File: src/rtl/vafc_pkg.sv
`timescale 1ns / 1ps

package vafc_pkg;

   // Datapath width of the rotating vector and of the angle accumulator.
   localparam int XY_WIDTH  = 64;
   localparam int ACC_WIDTH = 32;
   localparam int TABLE_LEN = 32;

   // Fixed angles as fractions of a full turn, 2^32 = one turn.
   localparam logic [ACC_WIDTH-1:0] TURN_ZERO           = 32'h0000_0000;
   localparam logic [ACC_WIDTH-1:0] TURN_QUARTER        = 32'h4000_0000;
   localparam logic [ACC_WIDTH-1:0] TURN_HALF           = 32'h8000_0000;
   localparam logic [ACC_WIDTH-1:0] TURN_THREE_QUARTERS = 32'hC000_0000;

   // atan(2^-i) / (2*pi) * 2^32
   localparam logic [ACC_WIDTH-1:0] ATAN_TURNS [0:TABLE_LEN-1] = '{
      32'h20000000, 32'h12E4051D, 32'h09FB385B, 32'h051111D4,
      32'h028B0D43, 32'h0145D7E1, 32'h00A2F61E, 32'h00517C55,
      32'h0028BE53, 32'h00145F2F, 32'h000A2F98, 32'h000517CC,
      32'h00028BE6, 32'h000145F3, 32'h0000A2F9, 32'h0000517C,
      32'h000028BE, 32'h0000145F, 32'h00000A2F, 32'h00000517,
      32'h0000028B, 32'h00000145, 32'h000000A2, 32'h00000051,
      32'h00000028, 32'h00000014, 32'h0000000A, 32'h00000005,
      32'h00000002, 32'h00000001, 32'h00000000, 32'h00000000
   };

   // Contents of one pipeline slot. A bypassed slot already holds its final
   // angle and passes the rotation cells untouched.
   typedef struct packed {
      logic                        valid;
      logic                        bypass;
      logic signed [XY_WIDTH-1:0]  x;
      logic signed [XY_WIDTH-1:0]  y;
      logic [ACC_WIDTH-1:0]        acc;
   } stage_type;

endpackage

File: src/rtl/vafc_cell.sv
`timescale 1ns / 1ps

module vafc_cell import vafc_pkg::*; #(
   parameter int STAGE = 0
) (
   input  logic      clock,
   input  logic      reset,
   input  logic      advance,
   input  stage_type prev_stage,
   output stage_type stage_out
);

   stage_type                  stage_ff;
   stage_type                  stage_in;
   logic signed [XY_WIDTH-1:0] x_shift;
   logic signed [XY_WIDTH-1:0] y_shift;
   logic                       y_pos;

   always_comb begin
      x_shift  = prev_stage.x >>> STAGE;
      y_shift  = prev_stage.y >>> STAGE;
      y_pos    = !prev_stage.y[XY_WIDTH-1] && (prev_stage.y != '0);
      stage_in = prev_stage;
      if (!prev_stage.bypass) begin
         // Rotate towards the x axis and book the angle turned through.
         if (y_pos) begin
            stage_in.x   = prev_stage.x + y_shift;
            stage_in.y   = prev_stage.y - x_shift;
            stage_in.acc = prev_stage.acc + ATAN_TURNS[STAGE];
         end else begin
            stage_in.x   = prev_stage.x - y_shift;
            stage_in.y   = prev_stage.y + x_shift;
            stage_in.acc = prev_stage.acc - ATAN_TURNS[STAGE];
         end
      end
   end

   always_ff @(posedge clock) begin
      if (reset) begin
         stage_ff.valid <= 1'b0;
      end else if (advance) begin
         stage_ff <= stage_in;
      end
   end

   assign stage_out = stage_ff;

endmodule

File: config.mk
export PLATFORM = sky130hd
export DESIGN_NAME = vafc_cell
export DESIGN_NICKNAME = d
export VERILOG_FILES = /design/src/rtl/vafc_pkg.sv /design/src/rtl/vafc_cell.sv
export SDC_FILE = /design/constraint.sdc
export NUM_CORES = 1
export LEC_CHECK = 0
export CORE_MARGIN = 4
export CORE_UTILIZATION = 55
export CTS_CLUSTER_SIZE = 24
export DETAILED_ROUTE_END_ITERATION = 6
export DONT_BUFFER_PORTS = 1
export GPL_TIMING_DRIVEN = 1
export PLACE_DENSITY_LB_ADDON = 0.15
export SETUP_SLACK_MARGIN = 0.1
export SLEW_MARGIN = 30
export SYNTH_ARGS = -nofsm -noshare
export SYNTH_HDL_FRONTEND = slang
export SYNTH_SLANG_ARGS = --single-unit
File: constraint.sdc
create_clock -name clock -period 18.1 [get_ports clock]
set_clock_uncertainty 0.15 [all_clocks]
set_input_delay 1.81 -clock clock [delete_from_list [all_inputs] [get_ports clock]]
set_output_delay 1.81 -clock clock [all_outputs]
set_load 0.1 [all_outputs]
Word level (Yosys, flattened, before mapping) --
Cells that the tools add are included.
Storage, ports and cells: bits in registers 162, bits of input ports 165, output and inout bits 162, word-level logic and storage cells 17
Operators by class: add/subtract/negate cells 5, mux-type cells 2, bitwise gates (word level) 1, reductions and logical operators 4
Operator list (number):
- $mux W160 | 2
- $sub A64 B64 Y64 | 2
- $add A64 B64 Y64 | 1
- $reduce_bool A64 Y1 | 1
- $add A32 B30 Y32 const B | 1
- $sub A32 B30 Y32 const B | 1
- $reduce_and A2 Y1 | 1
- $logic_and A1 B1 Y1 | 1
- $logic_not A1 Y1 | 1
- $not A1 Y1 | 1

Logic depth before layout (Yosys ltp) --
depth after elaboration 4, mapped depth 15, gate-level depth less buffers 14

Worst setup path before layout --
No wires, ideal clock.
path type in2reg, from input port reset, to register stage_ff (netlist bit stage_out[0]) (enable), setup time 706 ps, arrival 8945 ps, path slack 8300 ps, stages on the path 1, buffers on the path 0, path through nor2b_1
On the way: longest elaborated chain between the ends 2
Ends and longest elaborated chain:
- start: declaration | RTL line vafc_cell.sv:7 | input logic reset,
- $not A1 Y1 (no line)
- $reduce_and A2 Y1 (no line)
- end signal: assignment | RTL line vafc_cell.sv:42 | stage_ff <= stage_in;
- end: declaration | RTL line vafc_cell.sv:13 | stage_type stage_ff;
No other way between the ends. A chain may end at the register's enable or synchronous reset.

==> impl_metrics.ini <==
[cts]
clk_path_buf_depth = 2
holdBufCountCts = 0
cts_tree = built
cts_made_buffers = 17
path_clk_slew_ns = 0.08
cts.sinks = 162
clock_latency_ns = 0.46
ctsResizeCount = 0
root_buffer = clkbuf_16
htreeDepth = 4
cts_post_setup_buffers_inserted = 0

[worst_hold_path]
hold_start = stage_out[161]$_SDFFE_PP0P_
worstHoldPathType = flip-flop to flip-flop
min_to = stage_out[161]$_SDFFE_PP0P_
min_path_cells = 2

[worst_setup_path]
crit_chain = nor4_2, nand4_1, nor4_1, or2_4, inv_4, a2111oi_0, o311ai_0, a31oi_1, a311oi_2, xnor2_1, o21ai_1
slowest_stage = a2111oi_0
arrival_ns = 6.83
critPathBufInv = 1
cp-end-kind = flip-flop
critical_path_peak_fanout = 68
worstSetupPathType = input pin to flip-flop
path_delay_family = simple AND/OR/NAND/NOR gates
reg2reg_slack_ns = 16.64
slowest_delay_ns = 0.92
regToRegStartpoint = stage_out[161]$_SDFFE_PP0P_
reg2reg_to = stage_out[161]$_SDFFE_PP0P_
r2r_cells = 2
worstPathRequired_ns = 18.18
worstSetupStartpointType = input pin

[yosys]
synth_edf_count = 161
syn_area_sq_um = 18500
ys_ff_latch = 162
syn_area_per_cell_sq_um = 7.83
seq_area_frac_synth_pct = 26.3
async_reset_ff_share_pct = 0
syn_inst = 2361
synthesis.nets = 2720
yosys_warnings = 0
synthFlopType = edfxtp_1
yosysUniqueCellTypes = 91

[timing]
setup_viol = 0
fin_tns_setup_ns = 0
clock.fmax_mhz = 148
finalHoldViolations = 0
fin_crit_ns = 6.76
drv_slew = 0
worst_pin_slew_ns = 1.08
timing.slew.headroom_pct = 28.3
fin_crit_sh_pct = 37.3
rsz0062_at_grt = no
whs_ns = 0.866

[cells_and_area]
area_delta_synth_final_pct = 4.37
multiInputGateArea_sq_um = 12400
nFillCells = 3067
ff_latch_area_sq_um = 4850
drive_gt1_share_pct = 4.03
largest_reg_flops = 162
diodes = 0
fin_nets = 2631

[grt]
grt_pass1_vias = 17652
grt_max_degree = 222
grt-ovfl-total = 0
antenna_found_initial = 2
grt_pass1_wl_mm = 110
grt_use_total_pct = 39.3

[routing]
drt_iter0_markers = 2976
vias = 18861
drc_errors = 0
routed_wl_mm = 74.9
wl_per_cell_um = 27.5
ant_nets = 0
firstDrtPassIters = 6
vias_per_cell = 6.92

[pwr]
totalPowerFinal_w = 0.00162
peakVddDrop_mv = 0.0733
p_leak_nw = 7.62
power-per-cell-area_nw_per_um2 = 84.0

[place]
io_buffers = 0
globalplace.congestion = 1.05
hpwl_mm = 58.3

[floorplan]
start_util_pct = 56.2
die_area_sq_um = 36600
num_rows = 66
dieHeight_um = 191
die_w_um = 191
ios = 327
coreArea_sq_um = 32900

[run_status]
status = completed

[flow_run]
maxCapViolCount = 0
[synthesized netlist by cell type, types with 5 or more instances]
cell,count,share of area [%]
inv_1,189,3.8
nor4_1,42,1.4
buf_1,13,0.26
xnor2_1,111,5.3
a311oi_1,10,0.47
a221oi_1,12,0.57
o21bai_1,52,2.1
xor2_1,8,0.38
a31oi_1,24,0.81
edfxtp_1,161,26
and3_1,8,0.27
nand3b_1,5,0.20
nand4_1,51,1.7
o21a_1,20,0.81
inv_2,7,0.14
nand3_1,26,0.70
buf_2,20,0.54
or3_1,11,0.37
o31a_1,5,0.24
o21ai_0,208,5.6
nand2_1,187,3.8
nor2b_1,22,0.74
ha_1,190,13
clkbuf_1,84,1.7
o311ai_0,5,0.24
a211o_1,7,0.33
or4_1,6,0.24
o21ai_1,20,0.54
a21boi_0,7,0.28
a21o_1,39,1.6
nand2b_1,10,0.34
o211ai_1,25,1.0
a21oi_1,322,8.7
o31ai_1,31,1.3
a211oi_1,18,0.73
or2_2,6,0.20
clkinv_1,7,0.14
mux2i_1,49,2.7
nor2_1,204,4.1
a2111oi_0,6,0.28
nor3_1,46,1.2
[placed cells by master, fill, tap and decap left out, types with 10 or more instances in the layout]
| master | n |
|---|---|
| nand2_1 | 187 |
| o211ai_1 | 25 |
| a211oi_1 | 17 |
| o21ai_0 | 208 |
| or3_1 | 11 |
| a21oi_1 | 322 |
| nor4_1 | 39 |
| o21a_1 | 20 |
| nor2_1 | 204 |
| nand4_1 | 51 |
| o21ai_1 | 20 |
| clkbuf_16 | 17 |
| inv_1 | 189 |
| o31ai_1 | 30 |
| nor2b_1 | 21 |
| mux2i_1 | 49 |
| a21o_1 | 39 |
| edfxtp_1 | 161 |
| a311oi_1 | 10 |
| o21bai_1 | 52 |
| xnor2_1 | 111 |
| nand2b_1 | 10 |
| nand3_1 | 26 |
| a221oi_1 | 12 |
| a31oi_1 | 24 |
| nor3_1 | 45 |
| ha_1 | 190 |
[layer usage]
layer  part of all wire, %  vias up  GRT usage [%]
met5                 0.023        -              0
met4                   4.4        2           15.9
met3                    13      214           10.6
met2                    43     1448           59.1
met1                    40     8781           53.7
li1                      -     8416              -
[area by class of cell]
| class | count | area share, % |
|---|---|---|
| Inverter | 203 | 3.96 |
| Sequential cell | 162 | 25.2 |
| Multi-Input combinational cell | 1877 | 64.4 |
| Tap cell | 442 | 2.87 |
| Clock inverter | 15 | 0.772 |
| Timing Repair Buffer | 11 | 0.597 |
| Clock buffer | 17 | 2.21 |
[how the worst max path moves through the flow]
stage / startpoint / endpoint / slack [ns] / depth (start not counted)
final: prev_stage[32] / stage_out[157]$_DFFE_PP_ / 11.34 / 11
after global routing: prev_stage[32] / stage_out[157]$_DFFE_PP_ / 11.29 / 11
after CTS: prev_stage[32] / stage_out[157]$_DFFE_PP_ / 11.63 / 11
after detailed placement: prev_stage[32] / stage_out[157]$_DFFE_PP_ / 11.19 / 11
after global placement: prev_stage[32] / stage_out[157]$_DFFE_PP_ / 10.73 / 11
after floorplan: reset / stage_out[0]$_DFFE_PP_ / 8.30 / 1
[worst register-to-register path, delay by kind of cell (launching register included)]
| family | cells | cell delay [ns] |
|---|---|---|
| flops | 1 | 0.96 |
| mux | 1 | 0.15 |
| simple gates | 1 | 0.13 |
[kinds of logic (layout without fill, tap and decap cells)]
| family | after synthesis | in the layout | share of synthesized area (%) |
|---|---|---|---|
| compound gates | 876 | 876 | 29.3 |
| simple gates | 637 | 637 | 16.0 |
| buf+inv | 322 | 246 | 6.74 |
| fa+ha+maj | 194 | 194 | 13.3 |
| flops | 162 | 162 | 26.3 |
| xor+xnor | 119 | 119 | 5.64 |
| mux | 51 | 51 | 2.78 |
[per-stage QoR]
step | cell area (sq um) | utilization (%) | setup WS [ns] | instances
after floorplan | 18500 | - | 8.30 | 2361
after global placement | 18700 | 56.7 | 10.73 | 2694
after detailed placement | 18700 | 56.8 | 11.19 | 2694
after CTS | 19200 | 58.6 | 11.63 | 2726
after global routing | 19300 | 58.7 | 11.29 | 2727
final | 19300 | 58.7 | 11.34 | 2727
[power by group]
part           internal [W]  switching [W]
registers          0.000461       0.000243
clock network      0.000193       0.000183
logic              0.000179       0.000361
Power figures use the tool's default switching activity.
