**src/rtl/vafc_pkg.sv**
```systemverilog
`timescale 1ns / 1ps

package vafc_pkg;

   // Datapath width of the rotating vector and of the angle accumulator.
   localparam int XY_WIDTH  = 64;
   localparam int ACC_WIDTH = 32;
   localparam int TABLE_LEN = 32;

   // Fixed angles as fractions of a full turn, 2^32 = one turn.
   localparam logic [ACC_WIDTH-1:0] TURN_ZERO           = 32'h0000_0000;
   localparam logic [ACC_WIDTH-1:0] TURN_QUARTER        = 32'h4000_0000;
   localparam logic [ACC_WIDTH-1:0] TURN_HALF           = 32'h8000_0000;
   localparam logic [ACC_WIDTH-1:0] TURN_THREE_QUARTERS = 32'hC000_0000;

   // atan(2^-i) / (2*pi) * 2^32
   localparam logic [ACC_WIDTH-1:0] ATAN_TURNS [0:TABLE_LEN-1] = '{
      32'h20000000, 32'h12E4051D, 32'h09FB385B, 32'h051111D4,
      32'h028B0D43, 32'h0145D7E1, 32'h00A2F61E, 32'h00517C55,
      32'h0028BE53, 32'h00145F2F, 32'h000A2F98, 32'h000517CC,
      32'h00028BE6, 32'h000145F3, 32'h0000A2F9, 32'h0000517C,
      32'h000028BE, 32'h0000145F, 32'h00000A2F, 32'h00000517,
      32'h0000028B, 32'h00000145, 32'h000000A2, 32'h00000051,
      32'h00000028, 32'h00000014, 32'h0000000A, 32'h00000005,
      32'h00000002, 32'h00000001, 32'h00000000, 32'h00000000
   };

   // Contents of one pipeline slot. A bypassed slot already holds its final
   // angle and passes the rotation cells untouched.
   typedef struct packed {
      logic                        valid;
      logic                        bypass;
      logic signed [XY_WIDTH-1:0]  x;
      logic signed [XY_WIDTH-1:0]  y;
      logic [ACC_WIDTH-1:0]        acc;
   } stage_type;

endpackage

```
**src/rtl/vafc_entry.sv**
```systemverilog
`timescale 1ns / 1ps

module vafc_entry import vafc_pkg::*; #(
   parameter int COORD_WIDTH = 16
) (
   input  logic                   clock,
   input  logic                   reset,
   input  logic                   advance,
   input  logic                   in_valid,
   input  logic [COORD_WIDTH-1:0] x_coord,
   input  logic [COORD_WIDTH-1:0] y_coord,
   output stage_type              stage_out
);

   localparam int FRAC_BITS = 61 - COORD_WIDTH;

   stage_type                  stage_ff;
   stage_type                  stage_in;
   logic signed [XY_WIDTH-1:0] x_ext;
   logic signed [XY_WIDTH-1:0] y_ext;
   logic signed [XY_WIDTH-1:0] x_fold;
   logic signed [XY_WIDTH-1:0] y_fold;
   logic                       x_zero;
   logic                       x_neg;
   logic                       y_pos;

   always_comb begin
      x_ext  = {{(XY_WIDTH-COORD_WIDTH){x_coord[COORD_WIDTH-1]}}, x_coord};
      y_ext  = {{(XY_WIDTH-COORD_WIDTH){y_coord[COORD_WIDTH-1]}}, y_coord};
      x_zero = (x_coord == '0);
      x_neg  = x_coord[COORD_WIDTH-1];
      y_pos  = !y_coord[COORD_WIDTH-1] && (y_coord != '0);

      // A vector in the left half plane is turned by a half turn first.
      x_fold = x_neg ? -x_ext : x_ext;
      y_fold = x_neg ? -y_ext : y_ext;

      stage_in.valid = in_valid;
      stage_in.x     = x_fold <<< FRAC_BITS;
      stage_in.y     = y_fold <<< FRAC_BITS;
      if (x_zero) begin
         stage_in.bypass = 1'b1;
         stage_in.acc    = y_pos ? TURN_QUARTER : TURN_THREE_QUARTERS;
      end else begin
         stage_in.bypass = (y_coord == '0);
         stage_in.acc    = x_neg ? TURN_HALF : TURN_ZERO;
      end
   end

   always_ff @(posedge clock) begin
      if (reset) begin
         stage_ff.valid <= 1'b0;
      end else if (advance) begin
         stage_ff <= stage_in;
      end
   end

   assign stage_out = stage_ff;

endmodule

```
**config.mk**
```make
export PLATFORM = sky130hd
export DESIGN_NAME = vafc_entry
export DESIGN_NICKNAME = d
export VERILOG_FILES = /design/src/rtl/vafc_pkg.sv /design/src/rtl/vafc_entry.sv
export SDC_FILE = /design/constraint.sdc
export NUM_CORES = 1
export LEC_CHECK = 0
export ABC_AREA = 1
export BUFFER_PORTS_ARGS = -buffer_cell sky130_fd_sc_hd__buf_2
export CAP_MARGIN = 25
export CORE_MARGIN = 3
export CORE_UTILIZATION = 40
export DETAILED_ROUTE_END_ITERATION = 8
export GPL_TIMING_DRIVEN = 0
export PLACE_DENSITY_LB_ADDON = 0.2
export SYNTH_ARGS = -nofsm -noshare
export SYNTH_HDL_FRONTEND = slang
export SYNTH_SLANG_ARGS = --single-unit
```
**constraint.sdc**
```tcl
create_clock -name clock -period 4.6 [get_ports clock]
set_input_delay 0.23 -clock clock [delete_from_list [all_inputs] [get_ports clock]]
set_output_delay 0.23 -clock clock [all_outputs]
set_load 0.05 [all_outputs]
```
# == After elaboration in Yosys (flattened, before gate mapping) ==
# Cells that the tools add are included.
# W data, S select, Z words.
# word_totals
regBits,72
latch_bits,0
ram_bits,0
rom_bits,0
out_inout_bits,162
elab_cells,20
mem_count,0
# op_classes
n_addsub,2
mul,0
div_mod_pow,0
magnitude_cmp,0
eq_ne,0
n_shift,0
mux,5
bitwise,1
reduce_logical,6
# op_table
cell,n
$mux W32,3
$neg A16 Y19,2
$logic_not A16 Y1,2
$mux W19,1
$reduce_bool A16 Y1,1
$mux W15,1
$reduce_and A2 Y1,1
$logic_and A1 B1 Y1,1
$logic_not A1 Y1,1
$not A1 Y1,1

# == Logic depth before layout (Yosys ltp) ==
# Gate-level depths: netlist (run 1).
# depth
depth_word,4
ltp_mapped,9
depth_no_buf,9

# == Least setup slack after synthesis (run 1) ==
# No wires, ideal clock.
# synth_timing
path_type,input to register
startpoint,input advance
endpoint,"register stage_ff (netlist bit stage_out[141]), enable pin"
arrival_time_ns,2.010
required_time_ns,4.160
setup_slack_ns,2.150
stages,2
path_cell_list,inv_1 -> nor2_1
# synth_between
elab_chain_cells,1
# synth_lines
element,line,source
from (decl),vafc_entry.sv:8,"input logic advance,"
$reduce_and A2 Y1 (no source line),--,
to (signal assigned),vafc_entry.sv:54,stage_ff <= stage_in;
to (decl),vafc_entry.sv:17,stage_type stage_ff;
# No other way between the ends.
# A chain may end at the register's enable or synchronous reset.

==> run metrics, run 1 <==
final hold violation count 0; Worst Setup Start Kind primary input; overflow left after global routing 0; FF-to-FF path depth 2; post-layout util 57.7%; top cell types by occurrence after synthesis buf_4, nand2_1, edfxtp_1, inv_1, nand3_1; Max clock buf depth 2; fraction of layout instances using a drive strength above 1 38.7%; area occupied by multi-input gates 1280 um^2; number of flip-flops in the largest register 42; count of unique library cells instantiated by Yosys 24; result of the run finished clean; post-synthesis cell count 371; TritonCTS clock tree yes; clock latency at the later pin of the worst-skew pair 290 ps; starting density of the core 42.3%; clock slew at reported path FFs 80 ps; area taken by flip-flops and latches 1250 um^2; reg2reg end stage_out[161]; RSZ-0062 raised after global routing no; post-CTS sizing 0; transition time at the pin with the least slew margin 574 ps; final worst-path cycle share 31.3%; cell taking the most area after synthesis edfxtp_1; number of buffers created by CTS 5; Hold Crit Depth 1; gr usage total 14.8%; upper clock frequency limit 695 MHz; endpoint required time on the critical path 4630 ps; cell with the most instances after synthesis buf_4; dominant synthesized flop cell edfxtp_1; Max-cap violations 0; hold_sp x_coord[0]; Syn-to-layout area delta 36.4%; class of the worst hold path primary input to flop; routability congestion estimate 0.734; horizontal die dimension 94.5 um; accumulated negative setup slack 0 ps; Crit Reg-Reg Startpoint stage_out[161]; area of the die 8930 um^2; post-synthesis average cell area 8.44 um^2; height of the chip 94.5 um; count of input and output buffers 77; Area after DPL 4140 um^2; number of H-tree levels 2; antenna-violating nets left 0; core area 7410 um^2; maximum fanout along the worst path 4; number of hold buffers added after cts 0; placed wire-length estimate 5700 um; Seq/Total Area, Yosys 39.9%; count of unresolved DRC violations after routing 0; post-synthesis instance area 3130 um^2; area share of the largest cell type after synthesis 39.3%; kind of end point of the critical path flop; minimum period implied by the final worst setup slack 1440 ps; register-to-register setup slack 4030 ps; number of enable-type register cells in the synthesized netlist 41; start-to-end type of the worst setup path primary input to flop; Row Count 31; largest net degree at the start of global routing 26; routed length per instance 9.99 um; number of buffers inserted by post-CTS setup repair 0; CTS root buf clkbuf_8; Finish-stage setup viols 0; final worst clock skew 0 ps; count of antenna diodes in the layout 0; Vias/cell 3.74; drt initial violations 76; vias in the first global route 2395; Worst Hold Path EP stage_out[141]; P_leak 2.44 nW; count of synthesis-stage warnings from yosys 0; fill count 707; first-pass GRT wire length 10400 um; final-report max-slew violation count 0; Arrival @ worst endpoint 1470 ps; Detailed Route WL 6770 um; maximum resistive drop on vdd 0.121 mV; synth top area cells edfxtp_1, buf_4, nand2_1; number of vias in the routed layout 2534; number of clock sinks 42; number of top-level pins 198; Nets 617; worst slew margin relative to its limit 61.7%; power per standard cell area 312 nW/um^2; share of flip-flops with an asynchronous set or reset 0%; number of antenna violations at the first check in global routing 0; flop and latch count out of synthesis 42; Final Total Pwr 0.00133 W; count of TritonRoute iterations in the first routing pass 4; post-route standard cell area excluding fillers 4270 um^2
==> critical path: stages <==
cell and delay (ps):
buf_2 100, inv_1 100, ha_1 200, nand2_2 90, nor2_4 120, nand3_2 100, nor2_2 130, inv_2 50
ha_1 260, o21ai_0 80
==> routing by layer <==
metal	share of wire, %	up-vias	GRT usage (%)
met5	0	-	0
met4	0.72	0	3.61
met3	11	4	5.18
met2	53	116	27.9
met1	35	1078	15.7
li1	-	1336	-
==> power breakdown <==
group	internal (W)	switching, W	total, W	leakage [nW]
Combinational	0.000126	0.000398	0.000524	1.98
Sequential	0.000454	0.00000553	0.000459	0.386
Clock	0.000218	0.000132	0.000349	0.0683
Total	0.000797	0.000535	0.00133	2.44
==> kinds of logic (layout without fill, tap and decap cells) <==
| family | after synthesis | count (layout) | synth area share [%] |
|---|---|---|---|
| flops | 42 | 42 | 39.9 |
| fa+ha+maj | 3 | 3 | 1.20 |
| buf+inv | 162 | 248 | 34.1 |
| compound gates | 10 | 10 | 1.72 |
| xor+xnor | 13 | 13 | 3.63 |
| simple gates | 140 | 140 | 19.3 |
| other cells | 1 | 123 | 0.120 |
==> layout make-up <==
cell class / instances / share of cell area [%]
Clock inverter: 3 / 1.61
Multi-Input combinational cell: 289 / 29.9
Sequential cell: 42 / 29.3
Timing Repair Buffer: 78 / 9.66
Tap cell: 99 / 2.90
Buffer: 124 / 21.7
Clock buffer: 5 / 1.61
Inverter: 38 / 3.34
==> metrics by stage <==
step	cells	setup WS (ps)	hold WS, ps
3_3_place_gp	669	1280	402
3_5_place_dp	670	2840	427
4_1_cts	678	3160	122
2_1_floorplan	493	2150	299
6_report	678	3160	131
5_1_grt	678	3070	120
==> worst max-delay path by stage <==
stage	end	from	slack (ps)	cells past startpoint
after floorplan	stage_out[141]	advance	2150	2
after global placement	stage_out[142]	advance	1280	3
after detailed placement	stage_out[93]	y_coord[1]	2840	10
after CTS	stage_out[93]	y_coord[1]	3160	10
after global routing	stage_out[93]	y_coord[1]	3070	10
final	stage_out[93]	y_coord[1]	3160	10
==> placed cells by master (no fill, tap or decap) <==
cell type  netlist  routed
a21oi_1          1       1
buf_16           0       1
buf_2            2      79
buf_4          122     122
bufinv_16        0       2
clkbuf_8         0       5
clkinv_4         0       1
conb_1           1     123
dfxtp_1          1       1
edfxtp_1        41      41
ha_1             3       3
inv_1           36      36
inv_2            2       2
nand2_1         75      75
nand2_2          3       3
nand3_1         26      26
nand3_2          1       1
nand3b_1         2       2
nand4_1          1       1
nor2_1          24      23
nor2_2           5       5
nor2_4           1       2
nor3_1           2       2
o21ai_0          6       6
o21ai_1          2       2
o21ai_2          1       1
xnor2_1          1       1
xor2_1          12      12
No activity file was read; power rests on OpenSTA's default activity.
==> inputs of run 2 (changes only) <==
--- a/config.mk
+++ b/config.mk
@@ -9,7 +9,7 @@
 export BUFFER_PORTS_ARGS = -buffer_cell sky130_fd_sc_hd__buf_2
 export CAP_MARGIN = 25
 export CORE_MARGIN = 3
-export CORE_UTILIZATION = 40
+export CORE_UTILIZATION = 39
 export DETAILED_ROUTE_END_ITERATION = 8
 export GPL_TIMING_DRIVEN = 0
 export PLACE_DENSITY_LB_ADDON = 0.2
==> constraint.sdc (replaced) <==
create_clock -name clock -period 1.2 [get_ports clock]
set_input_delay 0.06 -clock clock [delete_from_list [all_inputs] [get_ports clock]]
set_output_delay 0.06 -clock clock [all_outputs]
set_load 0.05 [all_outputs]
==> run metrics, run 2 (synthesized netlist as in run 1, its figures left out) <==
result of the run finished clean; Max-cap violations 0 (unchanged); area taken by flip-flops and latches 1250 um^2 (unchanged); number of clock sinks 42 (unchanged); number of antenna violations at the first check in global routing 0 (unchanged); TritonCTS clock tree yes; starting density of the core 40.3% (-2.0 points); routed length per instance 9.57 um (-4.2%); kind of end point of the critical path flop; start-to-end type of the worst setup path primary input to flop; upper clock frequency limit 855 MHz; final hold violation count 0 (unchanged); fraction of power consumed by combinational cells 43.5% (+4.2 points); number of H-tree levels 2 (unchanged); endpoint required time on the critical path 1240 ps (-3390 ps); horizontal die dimension 95.6 um (+1.2%); area of the die 9150 um^2 (+2.4%); final-report max-slew violation count 0 (unchanged); Final Total Pwr 0.00464 W (+250%); Detailed Route WL 6550 um (-3.3%); Finish-stage setup viols 0 (unchanged); final worst-path cycle share 97.5%; class of the worst hold path primary input to flop; Vias/cell 3.65 (-2.3%); Nets 620 (+0.49%); fill count 759 (+7.4%); routability congestion estimate 0.770 (+4.9%); largest net degree at the start of global routing 26 (unchanged); Syn-to-layout area delta 37.0%; post-layout util 55.3% (-2.4 points); height of the chip 95.6 um (+1.2%); power per standard cell area 1080 nW/um^2 (+250%); most frequent cells in the layout buf_4, conb_1, buf_2, nand2_1, edfxtp_1; count of unresolved DRC violations after routing 0 (unchanged); first-pass GRT wire length 9960 um (-4.0%); clock slew at reported path FFs 80 ps (about the same); P_leak 2.43 nW (-0.11%); vias in the first global route 2266 (-5.4%); minimum period implied by the final worst setup slack 1170 ps; drt initial violations 51 (-33%); CTS root buf clkbuf_8; number of top-level pins 198 (unchanged); RSZ-0062 raised after global routing no; overflow left after global routing 0 (unchanged); clock latency at the later pin of the worst-skew pair 290 ps (about the same); post-CTS sizing 0 (unchanged); area occupied by multi-input gates 1310 um^2 (+2.3%); number of flip-flops in the largest register 42 (unchanged); portion of total power attributed to the clock network 18.6% (-7.6 points); fraction of layout instances using a drive strength above 1 39.0% (+0.32 points); number of buffers created by CTS 5 (unchanged); count of TritonRoute iterations in the first routing pass 4 (unchanged); placed wire-length estimate 5480 um (-3.9%); Switching Share 43.4% (+3.2 points); final worst clock skew 0 ps (unchanged); Max clock buf depth 2 (unchanged); number of vias in the routed layout 2497 (-1.5%); antenna-violating nets left 0 (unchanged); Worst Setup Start Kind primary input; relative contribution of sequential cells to total power 37.9% (+3.4 points); internal power of the cells 0.00263 W (+230%); Arrival @ worst endpoint 1210 ps (-260 ps); register-to-register setup slack 640 ps (-3390 ps); gr usage total 14.2% (-0.64 points); power dissipated by switching net loads 0.00201 W (+280%); count of input and output buffers 77 (unchanged); count of antenna diodes in the layout 0 (unchanged); Row Count 32 (+3.2%); maximum resistive drop on vdd 0.423 mV (+250%); maximum fanout along the worst path 4 (unchanged); core area 7770 um^2 (+4.8%)
==> run 2: cell types whose count changed in the layout (fill, tap and decap cells not counted), moves of 2 or more <==
cell / before / now
bufinv_16: 2 / 0
dlygate4sd3_1: 0 / 2
ha_1: 3 / 1
ha_4: 0 / 2
inv_1: 36 / 34
==> run 2: final cells by class <==
class	instances	share of cell area (%)
plain buffers	124	21.6
clock buffers	6	1.69
clock inverters	2	0.204
inverters	38	3.82
multi-input cells	289	30.5
flip-flops and latches	42	29.2
well taps	102	2.97
repair buffers	81	10.1
==> run 2: repair_timing <==
action,CTS,global route
buffers inserted,0,1
endpoints found under the setup margin,0,1
endpoints found under the hold margin,2,0
hold buffers,2,0
==> run 2: worst paths after layout <==
| kind | from | end | cells after the start |
|---|---|---|---|
| max reg2reg | stage_out[161] | stage_out[161] | 2 |
| max | y_coord[1] | stage_out[93] | 10 |
| min | in_valid | stage_out[161] | 3 |
| min reg2reg | stage_out[161] | stage_out[161] | 2 |
==> run 2: critical path, cell delays in order <==
cell	delay (ps)
buf_2	160
inv_16	70
ha_4	140
nand2_4	60
nor2_4	140
nand3_2	100
nor2_2	130
inv_2	70
ha_4	250
o21ai_1	50
==> run 2: power by group through the flow <==
| stage | combinational [W] | sequential, W | clock, W |
|---|---|---|---|
| floorplan | 0.00137 | 0.00218 | 0 |
| global placement | 0.00198 | 0.00180 | 0 |
| detailed placement | 0.00200 | 0.00180 | 0 |
| CTS | 0.00200 | 0.00176 | 0.000905 |
| global route | 0.00214 | 0.00177 | 0.000981 |
| finish | 0.00202 | 0.00176 | 0.000862 |
==> run 2: per-stage QoR <==
step | hold slack, ps | cells | worst slack [ps] | instance area, um^2 | setup TNS (ps)
after floorplan | 129 | 493 | -24.4 | 3650 | -24.4
after global placement | 255 | 672 | -308 | 4160 | -11610
after detailed placement | 256 | 673 | -328 | 4180 | -571
after CTS | 0.793 | 683 | 0.923 | 4280 | 0
after global routing | 11.3 | 684 | 21.4 | 4290 | 0
final | 9.04 | 684 | 30.0 | 4290 | 0
==> run 2: routing by layer <==
metal / global-route usage (%) / wire, um
met1: 16.0 / 2530
met2: 25.1 / 3220
met3: 4.58 / 707
met4: 4.74 / 91
met5: 0 / 0
